[src/design/owned_refcounted_handle_pool_defines.svh]
// assertion macros for the handle pool
`ifndef OWNED_REFCOUNTED_HANDLE_POOL_DEFINES_SVH
`define OWNED_REFCOUNTED_HANDLE_POOL_DEFINES_SVH

// same-cycle implication, held off during reset
`define ORHP_ASSERT_NOW(lbl, pre, post) \
    lbl: assert property (@(posedge i_clk) disable iff (!i_rst_n) (pre) |-> (post)) \
        else $error("orhp check failed");

// next-cycle implication, held off during reset
`define ORHP_ASSERT_NEXT(lbl, pre, post) \
    lbl: assert property (@(posedge i_clk) disable iff (!i_rst_n) (pre) |=> (post)) \
        else $error("orhp check failed");

`endif

[src/design/orhp_pkg.sv]
// types, codes and defaults shared by the handle pool
package orhp_pkg;

    localparam int POOL_SLOTS_DEF = 64;
    localparam int POOL_KINDS_DEF = 5;

    localparam logic [2:0] CMD_LOOKUP   = 3'd0;
    localparam logic [2:0] CMD_ALLOC    = 3'd1;
    localparam logic [2:0] CMD_ADD_REF  = 3'd2;
    localparam logic [2:0] CMD_DROP_REF = 3'd3;
    localparam logic [2:0] CMD_OWN_REL  = 3'd4;
    localparam logic [2:0] CMD_FORCE    = 3'd5;
    localparam logic [2:0] CMD_TEARDOWN = 3'd6;
    localparam logic [2:0] CMD_UNKNOWN  = 3'd7;

    localparam logic [2:0] ST_OK        = 3'd0;
    localparam logic [2:0] ST_RANGE     = 3'd1;
    localparam logic [2:0] ST_NOT_LIVE  = 3'd2;
    localparam logic [2:0] ST_FULL      = 3'd3;
    localparam logic [2:0] ST_BAD_ARG   = 3'd4;
    localparam logic [2:0] ST_NOT_OWNER = 3'd5;
    localparam logic [2:0] ST_SATURATED = 3'd6;

    localparam logic [2:0] KIND_SEM     = 3'd2;
    localparam logic [2:0] KIND_BARRIER = 3'd3;

    localparam logic [15:0] REFS_MAX = 16'hFFFF;

    typedef struct packed {
        logic [2:0]         command;
        logic [2:0]         pool_kind;
        logic signed [7:0]  handle;
        logic [15:0]        owner_id;
        logic [31:0]        owner_epoch;
        logic signed [31:0] alloc_arg;
    } t_in_item;

    typedef struct packed {
        logic [2:0]  status;
        logic [5:0]  handle_out;
        logic [15:0] ref_count;
    } t_out_item;

    typedef struct packed {
        logic        live;
        logic [15:0] owner;
        logic [31:0] gen;
        logic [15:0] refs;
    } t_slot;

    typedef struct packed {
        logic        wr;
        logic [2:0]  status;
        logic [15:0] refs;
        t_slot       nxt;
    } t_rule;

endpackage

[src/design/orhp_rule.sv]
// per-slot command rules: new entry, status and count for one slot
module orhp_rule (
    input  logic [2:0]    i_command,
    input  logic [15:0]   i_who,
    input  logic [31:0]   i_gen,
    input  orhp_pkg::t_slot i_entry,
    output orhp_pkg::t_rule o_rule
);

    logic    match;
    orhp_pkg::t_slot freed;

    assign match = (i_entry.owner == 16'd0 && i_who == 16'd0) ||
                   (i_who != 16'd0 && i_entry.owner == i_who && i_entry.gen == i_gen);

    always_comb begin
        freed       = i_entry;
        freed.live  = 1'b0;
        freed.owner = 16'd0;
    end

    always_comb begin
        o_rule.wr     = 1'b0;
        o_rule.status = orhp_pkg::ST_OK;
        o_rule.refs   = i_entry.refs;
        o_rule.nxt    = i_entry;
        case (i_command)
            orhp_pkg::CMD_LOOKUP: begin
                if (!i_entry.live) o_rule.status = orhp_pkg::ST_NOT_LIVE;
            end
            orhp_pkg::CMD_ALLOC: begin
                o_rule.wr        = !i_entry.live;
                o_rule.nxt.live  = 1'b1;
                o_rule.nxt.owner = i_who;
                o_rule.nxt.gen   = (i_who != 16'd0) ? i_gen : 32'd0;
                o_rule.nxt.refs  = 16'd1;
                o_rule.refs      = 16'd1;
            end
            orhp_pkg::CMD_ADD_REF: begin
                if (!i_entry.live) begin
                    o_rule.status = orhp_pkg::ST_NOT_LIVE;
                end else if (i_entry.refs == orhp_pkg::REFS_MAX) begin
                    o_rule.status = orhp_pkg::ST_SATURATED;
                end else begin
                    o_rule.wr       = 1'b1;
                    o_rule.nxt.refs = i_entry.refs + 16'd1;
                    o_rule.refs     = i_entry.refs + 16'd1;
                end
            end
            orhp_pkg::CMD_DROP_REF: begin
                if (!i_entry.live) begin
                    o_rule.status = orhp_pkg::ST_NOT_LIVE;
                end else if (i_entry.refs <= 16'd1) begin
                    o_rule.wr       = 1'b1;
                    o_rule.nxt      = freed;
                    o_rule.nxt.refs = 16'd0;
                    o_rule.refs     = 16'd0;
                end else begin
                    o_rule.wr       = 1'b1;
                    o_rule.nxt.refs = i_entry.refs - 16'd1;
                    o_rule.refs     = i_entry.refs - 16'd1;
                end
            end
            orhp_pkg::CMD_OWN_REL: begin
                if (!i_entry.live) begin
                    o_rule.status = orhp_pkg::ST_NOT_LIVE;
                end else if (!match) begin
                    o_rule.status = orhp_pkg::ST_NOT_OWNER;
                end else begin
                    o_rule.wr  = 1'b1;
                    o_rule.nxt = freed;
                end
            end
            orhp_pkg::CMD_FORCE: begin
                o_rule.wr       = 1'b1;
                o_rule.nxt      = freed;
                o_rule.nxt.refs = 16'd0;
                o_rule.refs     = 16'd0;
            end
            orhp_pkg::CMD_TEARDOWN: begin
                o_rule.wr  = i_entry.live && match;
                o_rule.nxt = freed;
            end
            default: begin
                o_rule.status = orhp_pkg::ST_BAD_ARG;
            end
        endcase
    end

endmodule

[config.mk]
export PLATFORM = sky130hd
export DESIGN_NAME = orhp_rule
export DESIGN_NICKNAME = d
export VERILOG_FILES = /design/src/design/owned_refcounted_handle_pool_defines.svh /design/src/design/orhp_pkg.sv /design/src/design/orhp_rule.sv
export SDC_FILE = /design/constraint.sdc
export NUM_CORES = 1
export LEC_CHECK = 0
export BUFFER_PORTS_ARGS = -buffer_cell sky130_fd_sc_hd__clkbuf_2
export CAP_MARGIN = 15
export CORE_AREA = 2 2 79 81
export DETAILED_ROUTE_END_ITERATION = 7
export DIE_AREA = 0 0 81 83
export PLACE_DENSITY = 0.91
export SYNTH_ARGS = -nofsm -noshare
export SYNTH_HDL_FRONTEND = slang
export SYNTH_SLANG_ARGS = --single-unit
[constraint.sdc]
create_clock -name vclk -period 4.73
set_input_delay 0.946 -clock vclk [all_inputs]
set_output_delay 0.946 -clock vclk [all_outputs]
set_load 0.01 [all_outputs]
* Word level (Yosys, flattened, before mapping)
Index checks and enable logic that the tools add are counted.
** Storage, ports and cells
- Flip-flop bits (word level) :: 0
- Input bits :: 116
- Output and inout bits :: 85
- Logic and storage cells :: 48
** Operators by class
- Add/subtract/negate cells :: 2
- $lt $le $gt $ge :: 1
- Eq/ne operators :: 9
- Muxes and demuxes :: 23
- Reductions and logical operators :: 13
** Operators by type and width (count)
- one-hot mux 49 bit (4 select lines) :: 1
- 2-to-1 mux 65 bit :: 2
- 2-to-1 mux 81 bit :: 1
- one-hot mux 16 bit (5 select lines) :: 1
- one-hot mux 16 bit (4 select lines) :: 1
- 2-to-1 mux 49 bit :: 1
- 2-to-1 mux 16 bit :: 3
- == test 32 bit :: 1
- logical NOT 16 bit :: 2
- 2-to-1 mux 32 bit :: 1
- adder 16 x 1 -> 16 bit (second input constant) :: 1
- == test 16 bit :: 1
- == test 16 bit (second input constant) :: 1
- less-or-equal comparator 16 x 1 -> 1 bit (second input constant) :: 1
- nonzero test 16 bit :: 1
- subtractor 16 x 1 -> 16 bit (second input constant) :: 1
- 2-to-1 mux 3 bit :: 4
- one-hot mux 3 bit (4 select lines) :: 1
- == test 3 bit (second input constant) :: 3
- == test 3 x 2 -> 1 bit (second input constant) :: 2
- one-hot mux 1 bit (6 select lines) :: 1
- 2-to-1 mux 1 bit :: 5
- logical AND 1 bit :: 4
- OR reduction 2 bit :: 2
- 6 further kinds :: 6

* Logic depth before layout (Yosys ltp)
Gate-level depths: netlist (run 1).
- Word-level depth :: 7
- Depth in mapped cells :: 9
- Mapped depth without buffers :: 8

* Worst setup path before layout (run 1)
OpenSTA, ideal clock, no wires.
- Kind :: input -> output
- Start point :: in i_entry[4] (netlist bit)
- End point :: out o_rule[78] (netlist bit)
- Arrival :: 2919 ps
- Required time :: 3784 ps
- Slack :: 865 ps
- Stages on the path :: 7
- Path buffers :: 2
- Path through :: buf_6 or3_4 and4bb_2 nor3b_2 nand2_1 o311ai_0 buf_4
** RTL lines
- start, declared :: line orhp_rule.sv:6 : input orhp_pkg::t_slot i_entry,
- end, declared :: line orhp_rule.sv:7 : output orhp_pkg::t_rule o_rule

==> results of run 1 <==
## power groups by stage
stage          clock, mW  sequential [mW]  combinational (mW)
2_1_floorplan          0                0               0.194
3_3_place_gp           0                0               0.338
3_5_place_dp           0                0               0.342
4_1_cts                0                0               0.344
5_1_grt                0                0               0.376
6_report               0                0               0.346
## cells in the mapped netlist (all sizes together) (2+ instances only)
master	count	area [µm²]
a211oi	4	30.0
a21oi	15	82.6
a221oi	6	58.8
a22oi	16	120
a31oi	9	62.6
and3	2	12.5
and4	4	35.0
and4bb	2	25.0
buf	24	168
clkbuf	19	71.3
ha	3	37.5
inv	7	26.3
mux2i	3	30.0
nand2	89	334
nand2b	5	31.3
nand3	9	45.0
nand4	18	113
nand4b	2	17.5
nor2	42	158
nor2b	3	18.8
nor3	7	51.3
nor4	13	81.3
nor4b	2	23.8
o211ai	4	30.0
o21ai	42	210
o22a	4	35.0
o22ai	4	25.0
o311ai	2	17.5
or3	3	23.8
or4	3	22.5
xnor2	48	420
xor2	2	17.5
## cell type report
| type | instances | area (µm²) | share of cell area |
|---|---|---|---|
| multi-input cells | 377 | 2280 | 0.663 |
| repair buffers | 205 | 1040 | 0.301 |
| well taps | 75 | 93.8 | 0.0273 |
| inverters | 8 | 30.0 | 0.00873 |
## kinds of logic after synthesis
group,count (synthesis)
muxes,3
and+or+nand+nor,206
xor gates and xnor gates,50
buffers and inverters,51
adders and majority gates,3
AOI/OAI and AO/OA,115
## final timing paths
path / start / endpoint / cells after the start
worst max-delay path: i_entry[64] / o_rule[11] / 7
worst min-delay path: i_gen[25] / o_rule[41] / 4
## critical path, stage by stage
cell,delay [ns]
clkbuf_2,0.30
clkinv_1,0.37
a211oi_1,0.79
a31oi_1,0.17
nor4_1,0.27
a31oi_1,0.10
clkbuf_2,0.14
## metal layers
| layer | share of wire | vias up |
|---|---|---|
| li1 | - | 1877 |
| met1 | 0.36 | 1823 |
| met2 | 0.52 | 232 |
| met3 | 0.096 | 26 |
| met4 | 0.022 | 0 |
| met5 | 0 | - |
## through the flow
step / util / total power [mW]
finish: 0.591 / 0.346
global route: 0.591 / 0.376
CTS: 0.591 / 0.344
detailed placement: 0.591 / 0.342
global placement: 0.591 / 0.338
floorplan: - / 0.194
==> out/qor_table.md, run 1 <==
| Quantity | This run | Unit |
|---|---|---|
| Outcome | finished, final reports clean | - |
| Layout cells sized above 1 | 0.371 | - |
| Transition time at the pin with the least slew margin | 1.10 | ns |
| Internal cell power | 0.144 | mW |
| Switching power as a share of total power | 0.585 | - |
| Number of input and output port buffers inserted | 201 | - |
| Post-synthesis cell count | 428 | - |
| Layout net count | 711 | - |
| Leakage power total | 1.63 | nW |
| Layer with the highest usage after global routing | met2 | - |
| Total global routing track utilization | 0.299 | - |
| Antenna cells | 0 | - |
| HPWL Detailed | 8950 | µm |
| Most used cells in the layout excluding fill and tap cells | clkbuf_2, nand2_1, xnor2_1, nor2_1, o21ai_0 | - |
| Hold_ws | 2.22 | ns |
| Sequential element share of the synthesized area | 0 | - |
| Maximum resistive drop on vdd | 0.0000597 | V |
| Initial cell density of the core | 0.437 | - |
| Final-report hold violation count | 0 | - |
| Register cell area after layout | 0 | µm² |
| Cell area after synthesis | 2540 | µm² |
| Seq Cell Count | 0 | - |
| Peak Freq | 248 | MHz |
| Met1 Track Usage GR | 0.360 | - |
| Post-CTS Setup Bufs | 0 | - |
| Average cell area after synthesis | 5.94 | µm² |
| Pre-antenna DRT Iters | 5 | - |
| Class of the most critical hold timing path | input pin to output port | - |
| Setup repair after global routing missed its margin | false | - |
| Largest net degree at the start of global routing | 49 | - |
| Fill cell instance count of the final layout | 604 | - |
| Endpoint type of the worst setup path | output port | - |
| Antenna violations before repair | 0 | - |
| Cts hold-fix bufs | 0 | - |
| Finished Cell Area | 3440 | µm² |
| Number of clock buffers in the layout | 0 | - |
| Global-route wire length before repair | 16600 | µm |
| Number of placement rows | 28 | - |
| Setup slack of the critical path after layout | 0.703 | ns |
| Combinational Power Share | 1.000 | - |
| Core ar. | 5820 | µm² |
| Routing usage on met2 | 0.557 | - |
| Post-layout min period | 4.03 | ns |
| GRT met3 Usage | 0.0348 | - |
| Share of power burned in the clock network | 0 | - |
| Pwr/cell area | 101 | nW/µm² |
| Via count of the first global-routing pass | 3495 | - |
| Category of the critical setup timing path | input pin to output port | - |
| Number of cells in the finished layout apart from fillers | 665 | - |
| Sw power | 0.202 | mW |
| Largest fanout on the critical path | 17 | - |
| Top Ports | 201 | - |
| Synth cell types | 55 | - |
| Worst slack after detailed placement | 0.744 | ns |
| Number of vias in the routed layout | 3958 | - |
| Max Cap Violations | 0 | - |
| Period Utilization, post-route | 0.851 | - |
| Max-Slew Margin vs Limit | 0.267 | - |
| Arrival time reported for the critical path endpoint | 3.08 | ns |
| Cts repair resizes | 0 | - |
| DIE AREA | 6720 | µm² |
| Data required time at the worst endpoint | 3.78 | ns |
| Placed instance area | 3440 | µm² |
| Post-detailed-route wirelength per cell | 16.4 | µm |
| Synthesized-area fraction occupied by ao, oa, aoi and oai cells | 0.298 | - |
| Drt via density | 5.95 | - |
| Category of the worst setup path launch point | input pin | - |
| Final setup violating endpoints | 0 | - |
| Post-route DRC violation count | 0 | - |
| Post-detailed-routing wire length | 10900 | µm |
| Antenna-violating nets left | 0 | - |
| Most common library cell in the layout ignoring fill and taps | clkbuf_2 | - |
| Portion of netlist area occupied by mux cells | 0.0118 | - |
| Number of slew-limit violations in the final report | 0 | - |
| Main combinational cell family by area after synthesis | simple AND/OR/NAND/NOR gates | - |
| Die Width | 81 | µm |
| Post-placement cell count | 665 | - |
| Area share of fa/ha/maj cells after synthesis | 0.0148 | - |
| Post-synthesis share of cell area spent on xor and xnor gates | 0.172 | - |
| Weighted congestion reported at the end of routability-driven placement | 0.993 | - |
| Final sum of negative setup slack | 0 | ns |
| Overall overflow remaining after global route | 0 | - |
| Total number of yosys warnings | 0 | - |
| Fraction of the mapped netlist area in simple logic gates | 0.398 | - |
| Share of power burned in registers | 0 | - |
| Synthesized net count | 547 | - |
| 1st-iter DRT viols | 307 | - |
| Post-synthesis to final-layout area growth | 35.2 | % |
| Overall die height | 83 | µm |
Power figures use the tool's default switching activity.
==> run 2: changes to the inputs <==
- GPL_ROUTABILITY_DRIVEN: default -> 0
- clock period: 4.73 -> 4.9 ns (I/O delays scaled with it)
==> run 2 against run 1 <==
  * Critical endpoint is now o_rule[4]
  * Largest cell class unchanged
  * Total power fell by 3.7%
  * Flip-flop and latch count unchanged
  * Design area decreased by 0.22%
  * Die area unchanged
  * First-iteration DRC count is 16% higher
  * Critical path depth grew 1
  * Sequential share of layout area unchanged
  * Worst setup slack better by 0.035 ns
  * Highest routed layer unchanged
  * Core utilization is 0.13 points lower
==> out/qor_table.md, run 2 (synthesis gave the netlist of run 1 again) <==
| Quantity | This run | Unit | vs previous |
|---|---|---|---|
| Max-Slew Margin vs Limit | 0.303 | - | +0.0357 |
| DIE AREA | 6720 | µm² | unchanged |
| Total global routing track utilization | 0.297 | - | -0.00286 |
| Antenna violations before repair | 0 | - | unchanged |
| Overall overflow remaining after global route | 0 | - | unchanged |
| Antenna-violating nets left | 0 | - | unchanged |
| Drt via density | 6.05 | - | +1.6% |
| Post-synthesis to final-layout area growth | 34.9 | % |  |
| Class of the most critical hold timing path | input pin to output port | - |  |
| Post-detailed-routing wire length | 10700 | µm | -2.0% |
| GRT met3 Usage | 0.0402 | - | +0.00543 |
| Met1 Track Usage GR | 0.332 | - | -0.0281 |
| Final setup violating endpoints | 0 | - | unchanged |
| Combinational Power Share | 1.000 | - | about the same |
| Antenna cells | 0 | - | unchanged |
| Share of power burned in the clock network | 0 | - | unchanged |
| Data required time at the worst endpoint | 3.92 | ns | +0.14 ns |
| Post-route DRC violation count | 0 | - | unchanged |
| Layer with the highest usage after global routing | met2 | - |  |
| HPWL Detailed | 8920 | µm | -0.35% |
| Register cell area after layout | 0 | µm² | unchanged |
| Number of input and output port buffers inserted | 201 | - | unchanged |
| Combined area of the multi-input logic cells | 2280 | µm² | unchanged |
| Maximum resistive drop on vdd | 0.0000613 | V | +2.8% |
| Largest fanout on the critical path | 10 | - | -7 |
| Number of vias in the routed layout | 4015 | - | +1.4% |
| Most used cells in the layout excluding fill and tap cells | clkbuf_2, nand2_1, xnor2_1, nor2_1, o21ai_0 | - |  |
| Global-route wire length before repair | 16500 | µm | -0.33% |
| Switching power as a share of total power | 0.585 | - | about the same |
| Fill cell instance count of the final layout | 571 | - | -5.5% |
| 1st-iter DRT viols | 355 | - | +16% |
| Transition time at the pin with the least slew margin | 1.04 | ns | -0.0534 ns |
| Setup repair after global routing missed its margin | false | - |  |
| Pre-antenna DRT Iters | 7 | - | +2 |
| Top Ports | 201 | - | unchanged |
| Layout cells sized above 1 | 0.370 | - | -0.00107 |
| Seq Cell Count | 0 | - | unchanged |
| Post-CTS Setup Bufs | 0 | - | unchanged |
| Max Cap Violations | 0 | - | unchanged |
| Pwr/cell area | 97.1 | nW/µm² | -3.4% |
| Outcome | finished, final reports clean | - |  |
| Cts hold-fix bufs | 0 | - | unchanged |
| Sw power | 0.195 | mW | -3.6% |
| Via count of the first global-routing pass | 3560 | - | +1.9% |
| Period Utilization, post-route | 0.849 | - |  |
| Cts repair resizes | 0 | - | unchanged |
| Number of stages on the worst hold path | 4 | - | unchanged |
| Peak Freq | 240 | MHz |  |
| Post-detailed-route wirelength per cell | 16.1 | µm | -1.9% |
| Layout net count | 710 | - | -0.14% |
| Final sum of negative setup slack | 0 | ns | unchanged |
| Final-report hold violation count | 0 | - | unchanged |
| Category of the worst setup path launch point | input pin | - |  |
| Leakage power total | 1.62 | nW | -0.33% |
| Largest net degree at the start of global routing | 49 | - | unchanged |
| Overall die height | 83 | µm | unchanged |
| Share of power burned in registers | 0 | - | unchanged |
| Arrival time reported for the critical path endpoint | 3.18 | ns | +0.10 ns |
| Endpoint type of the worst setup path | output port | - |  |
| Number of clock buffers in the layout | 0 | - | unchanged |
| Initial cell density of the core | 0.437 | - | unchanged |
| Number of slew-limit violations in the final report | 0 | - | unchanged |
| Category of the critical setup timing path | input pin to output port | - |  |
| Hold_ws | 2.28 | ns | +0.0648 ns |
| Core ar. | 5820 | µm² | unchanged |
| Die Width | 81 | µm | unchanged |
| Internal cell power | 0.138 | mW | -3.7% |
| Number of placement rows | 28 | - | unchanged |
| Routing usage on met2 | 0.551 | - | -0.00676 |
| Most common library cell in the layout ignoring fill and taps | clkbuf_2 | - |  |
| Post-layout min period | 4.16 | ns |  |
## run 2: cell type report
cell class         instances  share of cell area
repair buffers           204               0.300
inverters                  8             0.00875
multi-input cells        377               0.664
well taps                 75              0.0273
## run 2: worst paths after layout
kind | from | to | slack [ns]
min | i_gen[27] | o_rule[43] | 2.28
max | i_entry[0] | o_rule[4] | 0.74
## run 2: layer usage
metal  share of wire  up-vias  wire length, µm
li1                -     1871                -
met1            0.33     1815             3590
met2            0.51      285             5450
met3            0.11       44             1200
met4           0.044        0              469
met5               0        -                0
## run 2: metrics by stage
stage	instance area (µm²)	worst slack, ns	std cells	util	power [mW]
5_1_grt	3430	0.549	664	0.590	0.361
3_3_place_gp	3430	0.889	664	0.590	0.324
2_1_floorplan	2540	0.967	428	-	0.187
3_5_place_dp	3430	0.798	664	0.590	0.330
4_1_cts	3430	0.797	664	0.590	0.331
6_report	3430	0.738	664	0.590	0.333
## run 2: power groups by stage
| stage | Sequential [mW] | Combinational (mW) | Clock [mW] |
|---|---|---|---|
| final | 0 | 0.333 | 0 |
| after global routing | 0 | 0.361 | 0 |
| after CTS | 0 | 0.331 | 0 |
| after detailed placement | 0 | 0.330 | 0 |
| after global placement | 0 | 0.324 | 0 |
| after floorplan | 0 | 0.187 | 0 |
## run 2: critical path, cell delays in order
cell and delay [ns]:
clkbuf_2 0.15, inv_1 0.08, ha_1 0.25, o2111a_1 0.29, a31oi_1 0.78, a221oi_1 0.22, a31oi_1 0.25, clkbuf_2 0.17
